### src/rtl/core/lcbs_pkg.sv
// ----------------------------------------------------------------------------
// lcbs_pkg - shared types and constants for the LBA to CHS burst sequencer
// Controller states, the command and status bundles between the controller
// and the datapath, register indexes and geometry reset values.
// ----------------------------------------------------------------------------
package lcbs_pkg;

    // field widths
    localparam int LBA_W   = 32;
    localparam int COUNT_W = 7;
    localparam int CYL_W   = 10;
    localparam int HEAD_W  = 8;
    localparam int SECT_W  = 6;
    localparam int DRIVE_W = 8;
    localparam int CFG_W   = 10;
    localparam int IDX_W   = 2;

    // divider: two quotient bits per cycle over a 32-bit dividend
    localparam int DIV_BITS_PER_STEP = 2;
    localparam int DIV_STEPS         = LBA_W / DIV_BITS_PER_STEP;
    localparam int DIV_CNT_W         = $clog2(DIV_STEPS);
    localparam int DIV_W             = 8;

    // geometry after reset
    localparam logic [SECT_W-1:0]  SPT_RESET   = 6'd18;
    localparam logic [HEAD_W-1:0]  HPC_RESET   = 8'd2;
    localparam logic [CYL_W-1:0]   LCYL_RESET  = 10'd79;
    localparam logic [DRIVE_W-1:0] DRIVE_RESET = 8'd0;

    // configuration register indexes
    typedef enum logic [IDX_W-1:0] {
        REG_SECTORS_PER_TRACK  = 2'd0,
        REG_HEADS_PER_CYLINDER = 2'd1,
        REG_LAST_CYLINDER      = 2'd2,
        REG_DRIVE_NUMBER       = 2'd3
    } cfg_index_t;

    // controller states
    typedef enum logic [2:0] {
        ST_IDLE,
        ST_START,
        ST_WAIT_SECT,
        ST_WAIT_HEAD,
        ST_EMIT,
        ST_OOR
    } lcbs_state_t;

    // controller to datapath
    typedef struct packed {
        logic load_in;     // capture start block and count
        logic div_start;   // launch a division
        logic div_sel;     // 0: start / sectors, 1: quotient / heads
        logic latch_sect;  // take the sector from the first remainder
        logic latch_chs;   // take cylinder and head, arm the run
        logic emit;        // push current position and step on
        logic emit_oor;    // push the flagged out of range word
    } lcbs_cmd_t;

    // datapath to controller
    typedef struct packed {
        logic div_done;
        logic out_range;
        logic stop;
        logic slot_free;
    } lcbs_status_t;

endpackage

### src/rtl/core/lcbs_div.sv
// ----------------------------------------------------------------------------
// lcbs_div - iterative unsigned divider, 32-bit dividend by 8-bit divisor
// Restoring division, two quotient bits per cycle; done pulses for one
// cycle when quotient and remainder are ready.
// ----------------------------------------------------------------------------
module lcbs_div (
    input  logic                        aclk,
    input  logic                        aresetn,
    input  logic                        start,
    input  logic [lcbs_pkg::LBA_W-1:0]  dividend,
    input  logic [lcbs_pkg::DIV_W-1:0]  divisor,
    output logic                        done,
    output logic [lcbs_pkg::LBA_W-1:0]  quotient,
    output logic [lcbs_pkg::DIV_W-1:0]  remainder
);
    import lcbs_pkg::*;

    logic [DIV_W-1:0]     rem_reg,  rem_next;
    logic [LBA_W-1:0]     quo_reg,  quo_next;
    logic [DIV_CNT_W-1:0] cnt_reg;
    logic                 busy_reg;
    logic                 done_reg;

    // two restoring steps per cycle
    always_comb begin
        logic [DIV_W:0] trial;
        rem_next = rem_reg;
        quo_next = quo_reg;
        for (int i = 0; i < DIV_BITS_PER_STEP; i++) begin
            trial    = {rem_next, quo_next[LBA_W-1]};
            quo_next = {quo_next[LBA_W-2:0], 1'b0};
            if (trial >= {1'b0, divisor}) begin
                rem_next    = DIV_W'(trial - {1'b0, divisor});
                quo_next[0] = 1'b1;
            end else begin
                rem_next = trial[DIV_W-1:0];
            end
        end
    end

    // control: step counter and done pulse
    always_ff @(posedge aclk) begin
        if (!aresetn) begin
            busy_reg <= 1'b0;
            done_reg <= 1'b0;
            cnt_reg  <= '0;
        end else begin
            done_reg <= 1'b0;
            if (start) begin
                busy_reg <= 1'b1;
                cnt_reg  <= '0;
            end else if (busy_reg) begin
                cnt_reg <= cnt_reg + 1'b1;
                if (cnt_reg == DIV_CNT_W'(DIV_STEPS - 1)) begin
                    busy_reg <= 1'b0;
                    done_reg <= 1'b1;
                end
            end
        end
    end

    // partial remainder and shifting quotient
    always_ff @(posedge aclk) begin
        if (start) begin
            rem_reg <= '0;
            quo_reg <= dividend;
        end else if (busy_reg) begin
            rem_reg <= rem_next;
            quo_reg <= quo_next;
        end
    end

    assign done      = done_reg;
    assign quotient  = quo_reg;
    assign remainder = rem_reg;

endmodule

### src/rtl/core/lcbs_ctrl.sv
// ----------------------------------------------------------------------------
// lcbs_ctrl - burst sequencer controller
// Runs the two divisions, checks the range and steps the emission of one
// CHS word per cycle while the output register has room.
// ----------------------------------------------------------------------------
module lcbs_ctrl (
    input  logic                   aclk,
    input  logic                   aresetn,
    input  logic                   s_valid,
    input  logic                   count_zero,
    output logic                   s_ready,
    input  lcbs_pkg::lcbs_status_t status,
    output lcbs_pkg::lcbs_cmd_t    cmd
);
    import lcbs_pkg::*;

    lcbs_state_t state_reg, state_next;

    always_ff @(posedge aclk) begin
        if (!aresetn) begin
            state_reg <= ST_IDLE;
        end else begin
            state_reg <= state_next;
        end
    end

    // next state
    always_comb begin
        state_next = state_reg;
        case (state_reg)
            ST_IDLE: begin
                // a zero count is taken and dropped
                if (s_valid && !count_zero) state_next = ST_START;
            end
            ST_START:     state_next = ST_WAIT_SECT;
            ST_WAIT_SECT: if (status.div_done) state_next = ST_WAIT_HEAD;
            ST_WAIT_HEAD: begin
                if (status.div_done) state_next = status.out_range ? ST_OOR : ST_EMIT;
            end
            ST_EMIT: begin
                if (status.slot_free && status.stop) state_next = ST_IDLE;
            end
            ST_OOR:  if (status.slot_free) state_next = ST_IDLE;
            default: state_next = ST_IDLE;
        endcase
    end

    // outputs
    always_comb begin
        cmd     = '0;
        s_ready = 1'b0;
        case (state_reg)
            ST_IDLE: begin
                s_ready     = 1'b1;
                cmd.load_in = s_valid;
            end
            ST_START: begin
                cmd.div_start = 1'b1;
            end
            ST_WAIT_SECT: begin
                // divisor stays on sectors until the first pass is done,
                // then the quotient is fed back for the second pass
                cmd.div_sel    = status.div_done;
                cmd.div_start  = status.div_done;
                cmd.latch_sect = status.div_done;
            end
            ST_WAIT_HEAD: begin
                cmd.div_sel   = 1'b1;
                cmd.latch_chs = status.div_done && !status.out_range;
            end
            ST_EMIT:  cmd.emit     = status.slot_free;
            ST_OOR:   cmd.emit_oor = status.slot_free;
            default: begin
                cmd = '0;
            end
        endcase
    end

endmodule

### src/rtl/core/lcbs_datapath.sv
// ----------------------------------------------------------------------------
// lcbs_datapath - geometry registers, divider, position counters, output word
// Holds the configuration, converts the start address through the shared
// divider and walks sector, head and cylinder for each emitted word.
// ----------------------------------------------------------------------------
module lcbs_datapath #(
    parameter int MAX_BURST = 64
) (
    input  logic                          aclk,
    input  logic                          aresetn,
    input  logic                          cfg_wr_en,
    input  logic [lcbs_pkg::IDX_W-1:0]    cfg_index,
    input  logic [lcbs_pkg::CFG_W-1:0]    cfg_wr_data,
    input  logic [lcbs_pkg::LBA_W-1:0]    s_start_block,
    input  logic [lcbs_pkg::COUNT_W-1:0]  s_sector_count,
    output logic                          count_zero,
    input  lcbs_pkg::lcbs_cmd_t           cmd,
    output lcbs_pkg::lcbs_status_t        status,
    output logic                          m_valid,
    input  logic                          m_ready,
    output logic [lcbs_pkg::CYL_W-1:0]    m_cylinder,
    output logic [lcbs_pkg::HEAD_W-1:0]   m_head,
    output logic [lcbs_pkg::SECT_W-1:0]   m_sector,
    output logic [lcbs_pkg::DRIVE_W-1:0]  m_drive,
    output logic                          m_out_of_range,
    output logic                          m_last
);
    import lcbs_pkg::*;

    localparam logic [COUNT_W-1:0] BURST_MAX = COUNT_W'(MAX_BURST);

    // configuration
    logic [SECT_W-1:0]  spt_reg;
    logic [HEAD_W-1:0]  hpc_reg;
    logic [CYL_W-1:0]   lcyl_reg;
    logic [DRIVE_W-1:0] drive_reg;

    // working registers
    logic [LBA_W-1:0]   start_reg;
    logic [COUNT_W-1:0] remaining_reg;
    logic [CYL_W-1:0]   cyl_reg;
    logic [HEAD_W-1:0]  head_reg;
    logic [SECT_W-1:0]  sect_reg;

    // output word
    logic               m_valid_reg;
    logic [CYL_W-1:0]   m_cyl_reg;
    logic [HEAD_W-1:0]  m_head_reg;
    logic [SECT_W-1:0]  m_sect_reg;
    logic [DRIVE_W-1:0] m_drive_reg;
    logic               m_oor_reg;
    logic               m_last_reg;

    logic [SECT_W-1:0]  spt_eff;
    logic [HEAD_W-1:0]  hpc_eff;
    logic [LBA_W-1:0]   div_dividend;
    logic [DIV_W-1:0]   div_divisor;
    logic               div_done;
    logic [LBA_W-1:0]   div_quotient;
    logic [DIV_W-1:0]   div_remainder;
    logic               sect_more;
    logic               head_more;
    logic               cyl_more;
    logic               disk_end;

    // zero geometry counts as one
    assign spt_eff = (spt_reg == '0) ? SECT_W'(1) : spt_reg;
    assign hpc_eff = (hpc_reg == '0) ? HEAD_W'(1) : hpc_reg;

    // configuration writes
    always_ff @(posedge aclk) begin
        if (!aresetn) begin
            spt_reg   <= SPT_RESET;
            hpc_reg   <= HPC_RESET;
            lcyl_reg  <= LCYL_RESET;
            drive_reg <= DRIVE_RESET;
        end else if (cfg_wr_en) begin
            case (cfg_index_t'(cfg_index))
                REG_SECTORS_PER_TRACK:  spt_reg   <= cfg_wr_data[SECT_W-1:0];
                REG_HEADS_PER_CYLINDER: hpc_reg   <= cfg_wr_data[HEAD_W-1:0];
                REG_LAST_CYLINDER:      lcyl_reg  <= cfg_wr_data[CYL_W-1:0];
                REG_DRIVE_NUMBER:       drive_reg <= cfg_wr_data[DRIVE_W-1:0];
                default: ;
            endcase
        end
    end

    // first pass: start / sectors, second pass: that quotient / heads
    assign div_dividend = cmd.div_sel ? div_quotient : start_reg;
    assign div_divisor  = cmd.div_sel ? hpc_eff : DIV_W'(spt_eff);

    lcbs_div u_div (
        .aclk      (aclk),
        .aresetn   (aresetn),
        .start     (cmd.div_start),
        .dividend  (div_dividend),
        .divisor   (div_divisor),
        .done      (div_done),
        .quotient  (div_quotient),
        .remainder (div_remainder)
    );

    // step conditions for the position counters
    assign sect_more = sect_reg < spt_eff;
    assign head_more = ({1'b0, head_reg} + 1'b1) < {1'b0, hpc_eff};
    assign cyl_more  = cyl_reg < lcyl_reg;
    assign disk_end  = !sect_more && !head_more && !cyl_more;

    // input capture and position walk
    always_ff @(posedge aclk) begin
        if (cmd.load_in) begin
            start_reg     <= s_start_block;
            remaining_reg <= (s_sector_count > BURST_MAX) ? BURST_MAX : s_sector_count;
        end
        if (cmd.latch_sect) begin
            sect_reg <= div_remainder[SECT_W-1:0] + 1'b1;
        end
        if (cmd.latch_chs) begin
            cyl_reg  <= div_quotient[CYL_W-1:0];
            head_reg <= div_remainder;
        end
        if (cmd.emit) begin
            remaining_reg <= remaining_reg - 1'b1;
            if (sect_more) begin
                sect_reg <= sect_reg + 1'b1;
            end else if (head_more) begin
                head_reg <= head_reg + 1'b1;
                sect_reg <= SECT_W'(1);
            end else if (cyl_more) begin
                cyl_reg  <= cyl_reg + 1'b1;
                head_reg <= '0;
                sect_reg <= SECT_W'(1);
            end
        end
    end

    // output register valid
    always_ff @(posedge aclk) begin
        if (!aresetn) begin
            m_valid_reg <= 1'b0;
        end else if (cmd.emit || cmd.emit_oor) begin
            m_valid_reg <= 1'b1;
        end else if (m_ready) begin
            m_valid_reg <= 1'b0;
        end
    end

    // output word payload
    always_ff @(posedge aclk) begin
        if (cmd.emit) begin
            m_cyl_reg   <= cyl_reg;
            m_head_reg  <= head_reg;
            m_sect_reg  <= sect_reg;
            m_drive_reg <= drive_reg;
            m_oor_reg   <= 1'b0;
            m_last_reg  <= status.stop;
        end else if (cmd.emit_oor) begin
            m_cyl_reg   <= '0;
            m_head_reg  <= '0;
            m_sect_reg  <= '0;
            m_drive_reg <= drive_reg;
            m_oor_reg   <= 1'b1;
            m_last_reg  <= 1'b1;
        end
    end

    // status back to the controller
    assign count_zero       = (s_sector_count == '0);
    assign status.div_done  = div_done;
    assign status.out_range = div_quotient > LBA_W'(lcyl_reg);
    assign status.stop      = (remaining_reg == COUNT_W'(1)) || disk_end;
    assign status.slot_free = !m_valid_reg || m_ready;

    assign m_valid        = m_valid_reg;
    assign m_cylinder     = m_cyl_reg;
    assign m_head         = m_head_reg;
    assign m_sector       = m_sect_reg;
    assign m_drive        = m_drive_reg;
    assign m_out_of_range = m_oor_reg;
    assign m_last         = m_last_reg;

endmodule

### src/rtl/core/lba_to_chs_burst_sequencer.sv
// ----------------------------------------------------------------------------
// lba_to_chs_burst_sequencer - LBA to CHS conversion with burst expansion
// Converts a start block to cylinder, head and sector with the programmed
// geometry and emits one CHS word per requested sector, up to the disk end.
// ----------------------------------------------------------------------------
// Usage:
//   Input channel (s_valid/s_ready) takes one request word: a start block and
//   a sector count (saturated to MAX_BURST). The result channel
//   (m_valid/m_ready) gives one CHS word per sector, m_last on the final one.
//   The burst ends early at the last sector of the disk. A count of zero
//   is taken and produces nothing. A start beyond the last cylinder
//   produces a single word with m_out_of_range and m_last set. Geometry
//   and drive number are written through cfg_wr_en/cfg_index/cfg_wr_data;
//   the user must write them only while the block is idle, which the block
//   itself does not enforce. The shared divider retires two quotient bits
//   a cycle over two 32-bit divisions; after that one word leaves per cycle
//   while the receiver takes them; s_ready is low until the burst ends.
//   When the receiver stalls the current word holds in the output register
//   and the sector walk pauses until it is taken.
//   Reset (aresetn, synchronous, active low) loads the default geometry of
//   18 sectors, 2 heads, last cylinder 79, drive 0, and empties the output.
// ----------------------------------------------------------------------------
module lba_to_chs_burst_sequencer #(
    parameter int MAX_BURST = 64
) (
    input  logic                          aclk,
    input  logic                          aresetn,
    // configuration
    input  logic                          cfg_wr_en,
    input  logic [lcbs_pkg::IDX_W-1:0]    cfg_index,
    input  logic [lcbs_pkg::CFG_W-1:0]    cfg_wr_data,
    // request
    input  logic                          s_valid,
    output logic                          s_ready,
    input  logic [lcbs_pkg::LBA_W-1:0]    s_start_block,
    input  logic [lcbs_pkg::COUNT_W-1:0]  s_sector_count,
    // results
    output logic                          m_valid,
    input  logic                          m_ready,
    output logic [lcbs_pkg::CYL_W-1:0]    m_cylinder,
    output logic [lcbs_pkg::HEAD_W-1:0]   m_head,
    output logic [lcbs_pkg::SECT_W-1:0]   m_sector,
    output logic [lcbs_pkg::DRIVE_W-1:0]  m_drive,
    output logic                          m_out_of_range,
    output logic                          m_last
);
    import lcbs_pkg::*;

    lcbs_cmd_t    cmd;
    lcbs_status_t status;
    logic         count_zero;

    lcbs_ctrl u_ctrl (
        .aclk       (aclk),
        .aresetn    (aresetn),
        .s_valid    (s_valid),
        .count_zero (count_zero),
        .s_ready    (s_ready),
        .status     (status),
        .cmd        (cmd)
    );

    lcbs_datapath #(
        .MAX_BURST (MAX_BURST)
    ) u_datapath (
        .aclk           (aclk),
        .aresetn        (aresetn),
        .cfg_wr_en      (cfg_wr_en),
        .cfg_index      (cfg_index),
        .cfg_wr_data    (cfg_wr_data),
        .s_start_block  (s_start_block),
        .s_sector_count (s_sector_count),
        .count_zero     (count_zero),
        .cmd            (cmd),
        .status         (status),
        .m_valid        (m_valid),
        .m_ready        (m_ready),
        .m_cylinder     (m_cylinder),
        .m_head         (m_head),
        .m_sector       (m_sector),
        .m_drive        (m_drive),
        .m_out_of_range (m_out_of_range),
        .m_last         (m_last)
    );

endmodule
### config.mk
export PLATFORM = sky130hd
export DESIGN_NAME = lba_to_chs_burst_sequencer
export DESIGN_NICKNAME = d
export VERILOG_FILES = /design/src/rtl/core/lcbs_pkg.sv /design/src/rtl/core/lcbs_div.sv /design/src/rtl/core/lcbs_ctrl.sv /design/src/rtl/core/lcbs_datapath.sv /design/src/rtl/core/lba_to_chs_burst_sequencer.sv
export SDC_FILE = /design/constraint.sdc
export NUM_CORES = 1
export LEC_CHECK = 0
export ABC_AREA = 1
export BUFFER_PORTS_ARGS = -buffer_cell sky130_fd_sc_hd__buf_2
export CAP_MARGIN = 15
export CORE_MARGIN = 2
export CORE_UTILIZATION = 55
export DETAILED_ROUTE_END_ITERATION = 10
export GPL_TIMING_DRIVEN = 0
export PLACE_DENSITY = 0.73
export SYNTH_ARGS = -nofsm -noshare
export SYNTH_HDL_FRONTEND = slang
export SYNTH_SLANG_ARGS = --single-unit
### constraint.sdc
create_clock -name aclk -period 6.5 [get_ports aclk]
set_input_delay 1.3 -clock aclk [delete_from_list [all_inputs] [get_ports aclk]]
set_output_delay 1.3 -clock aclk [all_outputs]
set_load 0.02 [all_outputs]
==> metrics.txt <==
internal power=3.07 mW; largest net degree at the start of global routing=34; Worst Setup SP=u_ctrl.state_reg[0]; post-synth top area share=0.335; diode count=0; Total GRT Usage=0.249; Chip Width=134 um; H-tree levels=4; mean area per synthesized cell=8.84 um2; Fillers=1403; cell taking the most area after synthesis=edfxtp_1; Psw=2.32 mW; Final Net Count=1272; register area share after synthesis=0.496; routed wire length per instance=15.5 um; worst setup path endpoint=u_datapath.u_div.remainder[3]; Max FO, Critical Path=10; Tmin final=5.03 ns; setup TNS=0 ns; synthesized cell area=9320 um2; Max Fclk=0.199 GHz; top-count cell post-synth=nand2_1; CP max stage cell=o21ai_0; post-synthesis mux area share=0; top cell family by delay on the critical path=compound AO/OA/AOI/OAI gates; Starting Density=0.562; Yosys cell types=56; final setup vio count=0; DP Worst Slack=1.54 ns; unrepaired setup endpoints after global routing=false; area grow syn2layout=14.3%; top cells by area, synth=edfxtp_1, dfxtp_1, nand2_1; DRC viols=0; Max Transition Viols Final=0; clock buffer depth=2; CP Capture Type=flip-flop; reg2reg end=u_datapath.u_div.remainder[3]; Final Skew=0.0108 ns; Main synth FF type=edfxtp_1; crit path buf inv count=5; share of layout cells above drive strength 1=0.158; initial antenna violation count=0; final worst-path cycle share=0.774; clk slew on worst S/H paths=0.07 ns; post-CTS setup repair buffer count=0; Mapped Cells=1055; simple-gate area share of the yosys netlist=0.208; GP Congestion=0.947; clock latency on the worst-skew pair=0.43 ns; CTS Buf Count=17; CP peak stage delay=0.82 ns; clock sinks=179; Worst Setup Path Type=flip-flop to flip-flop; adder-cell share of the synthesized area=0.0714; Die Ht=134 um; Ys Warns=0; worst path cell trace=inv_2 > nand2_4 > nand2_2 > buf_6 > o21ai_0 > ha_1 > inv_1 > nor4_1 > a31oi_4 > nand2_4 > clkbuf_1 > o21ai_0 > o21ai_0 > inv_1 > ha_1 > nand4_1 > nand2_1 > a21oi_2 > nand2_4 > nand2_8 > nand2_8 > nand2_2 > nand3_2 > a21oi_2; HP Start=u_datapath.drive_reg[2]; Worst R2R Start=u_ctrl.state_reg[0]; CP Data Required Time=6.86 ns; GRT overflow=0; detailed-route via count=7571; Clk pwr share=0.187; vias in the first global route=7053; Port Buffers=90; CTS root buf=clkbuf_16; Vias/cell=5.42; largest family of logic cells by synthesized area=simple AND/OR/NAND/NOR gates; global-route wire length before repair=35.1 mm; CORE AREA=16600 um2; Hold Slack=0.429 ns; Max Cap Viol=0; Iter 0 DRT Violations=726; fraction of registers with async set/reset=0; drt total wl=21.6 mm; die area=18000 um2; TritonRoute pass-1 iters=6; Hold Fails Final Rpt=0; cts-stage hold buffer count=0; r2r setup slk=1.47 ns; critical path data arrival time=5.40 ns; CP Depth=24; post-route ant nets=0; num ports=92; Cell Rows=47; Slew Limit Headroom=0.272; Yosys reg bits=179; Comb power frac=0.461; sw frac=0.431; top post-synthesis cells by count=nand2_1, inv_1, o21ai_0; worst min path class=flip-flop to flip-flop; min setup slack post-route=1.47 ns; Synth Area in Compound Gates=0.127; outcome=finished, final reports clean; Syn Nets=1163; XOR/XNOR Fraction of Synth Area=0.0225; EDFF count, synth=104; PD cells=506 nW/um2; placed wire-length estimate=16.5 mm; P_leak=4.67 nW; worst vdd ir=0.331 mV; Startpoint Class=flip-flop; CTS tree=done; Slew @ Worst Pin=1.08 ns; Worst R2R Path Depth=24; post-CTS resize count=0; sequential share of power=0.353
## per-stage QoR
step | total power [mW] | area, um2 | util | cells
5_1_grt | 5.79 | 10700 | 0.643 | 1397
3_3_place_gp | 4.31 | 10000 | 0.606 | 1365
4_1_cts | 5.39 | 10700 | 0.643 | 1397
2_1_floorplan | 3.74 | 9320 | - | 1055
3_5_place_dp | 4.38 | 10100 | 0.608 | 1365
6_report | 5.39 | 10700 | 0.643 | 1397
## cells in the final DEF, fill, tap and decap left out, types with 18 or more instances in the layout
| cell | instances |
|---|---|
| a21oi_1 | 55 |
| buf_2 | 91 |
| clkbuf_1 | 23 |
| clkbuf_16 | 18 |
| dfxtp_1 | 75 |
| edfxtp_1 | 104 |
| ha_1 | 50 |
| inv_1 | 148 |
| nand2_1 | 208 |
| nand3_1 | 48 |
| nor2_1 | 71 |
| o21ai_0 | 105 |
| xor2_1 | 20 |
## final cells by class
cell class              count  area [um2]  share of cell area
clock buffers              21         462              0.0433
flip-flops and latches    179        4620               0.434
repair buffers             90         450              0.0423
well taps                 220         275              0.0258
inverters                 155         584              0.0548
multi-input cells         695        4030               0.378
clock inverters            11         121              0.0114
plain buffers              26         114              0.0107
## worst min-delay path by stage
stage,slack (ns),end,depth (start not counted)
finish,0.43,u_datapath.m_drive[2],0
global route,0.44,u_datapath.m_drive[2],0
CTS,0.43,u_datapath.m_drive[2],0
detailed placement,0.42,u_datapath.m_drive[2],0
global placement,0.41,u_datapath.m_drive[7],0
floorplan,0.41,u_datapath.m_drive[0],0
## cells by family after synthesis
| group | Yosys count |
|---|---|
| XOR/XNOR | 24 |
| AND/OR/NAND/NOR | 409 |
| adder cells (fa/ha/maj) | 52 |
| AO/OA/AOI/OAI | 210 |
| buffers and inverters | 181 |
| flip-flops | 179 |
## power groups by stage
stage | clock (mW) | combinational (mW) | sequential, mW
after global routing | 1.06 | 2.80 | 1.94
after detailed placement | 0 | 2.46 | 1.92
after global placement | 0 | 2.38 | 1.92
after CTS | 1.02 | 2.47 | 1.90
final | 1.01 | 2.48 | 1.90
after floorplan | 0 | 1.82 | 1.92
## metal layers
| metal | wire length, um | vias up | track usage | share of wire |
|---|---|---|---|---|
| met5 | 0 | - | 0 | 0 |
| met2 | 10100 | 268 | 0.413 | 0.47 |
| met1 | 9740 | 3487 | 0.333 | 0.45 |
| met3 | 1310 | 43 | 0.0469 | 0.061 |
| li1 | - | 3773 | - | - |
| met4 | 477 | 0 | 0.0795 | 0.022 |
No activity file was read; power rests on OpenSTA's default activity.
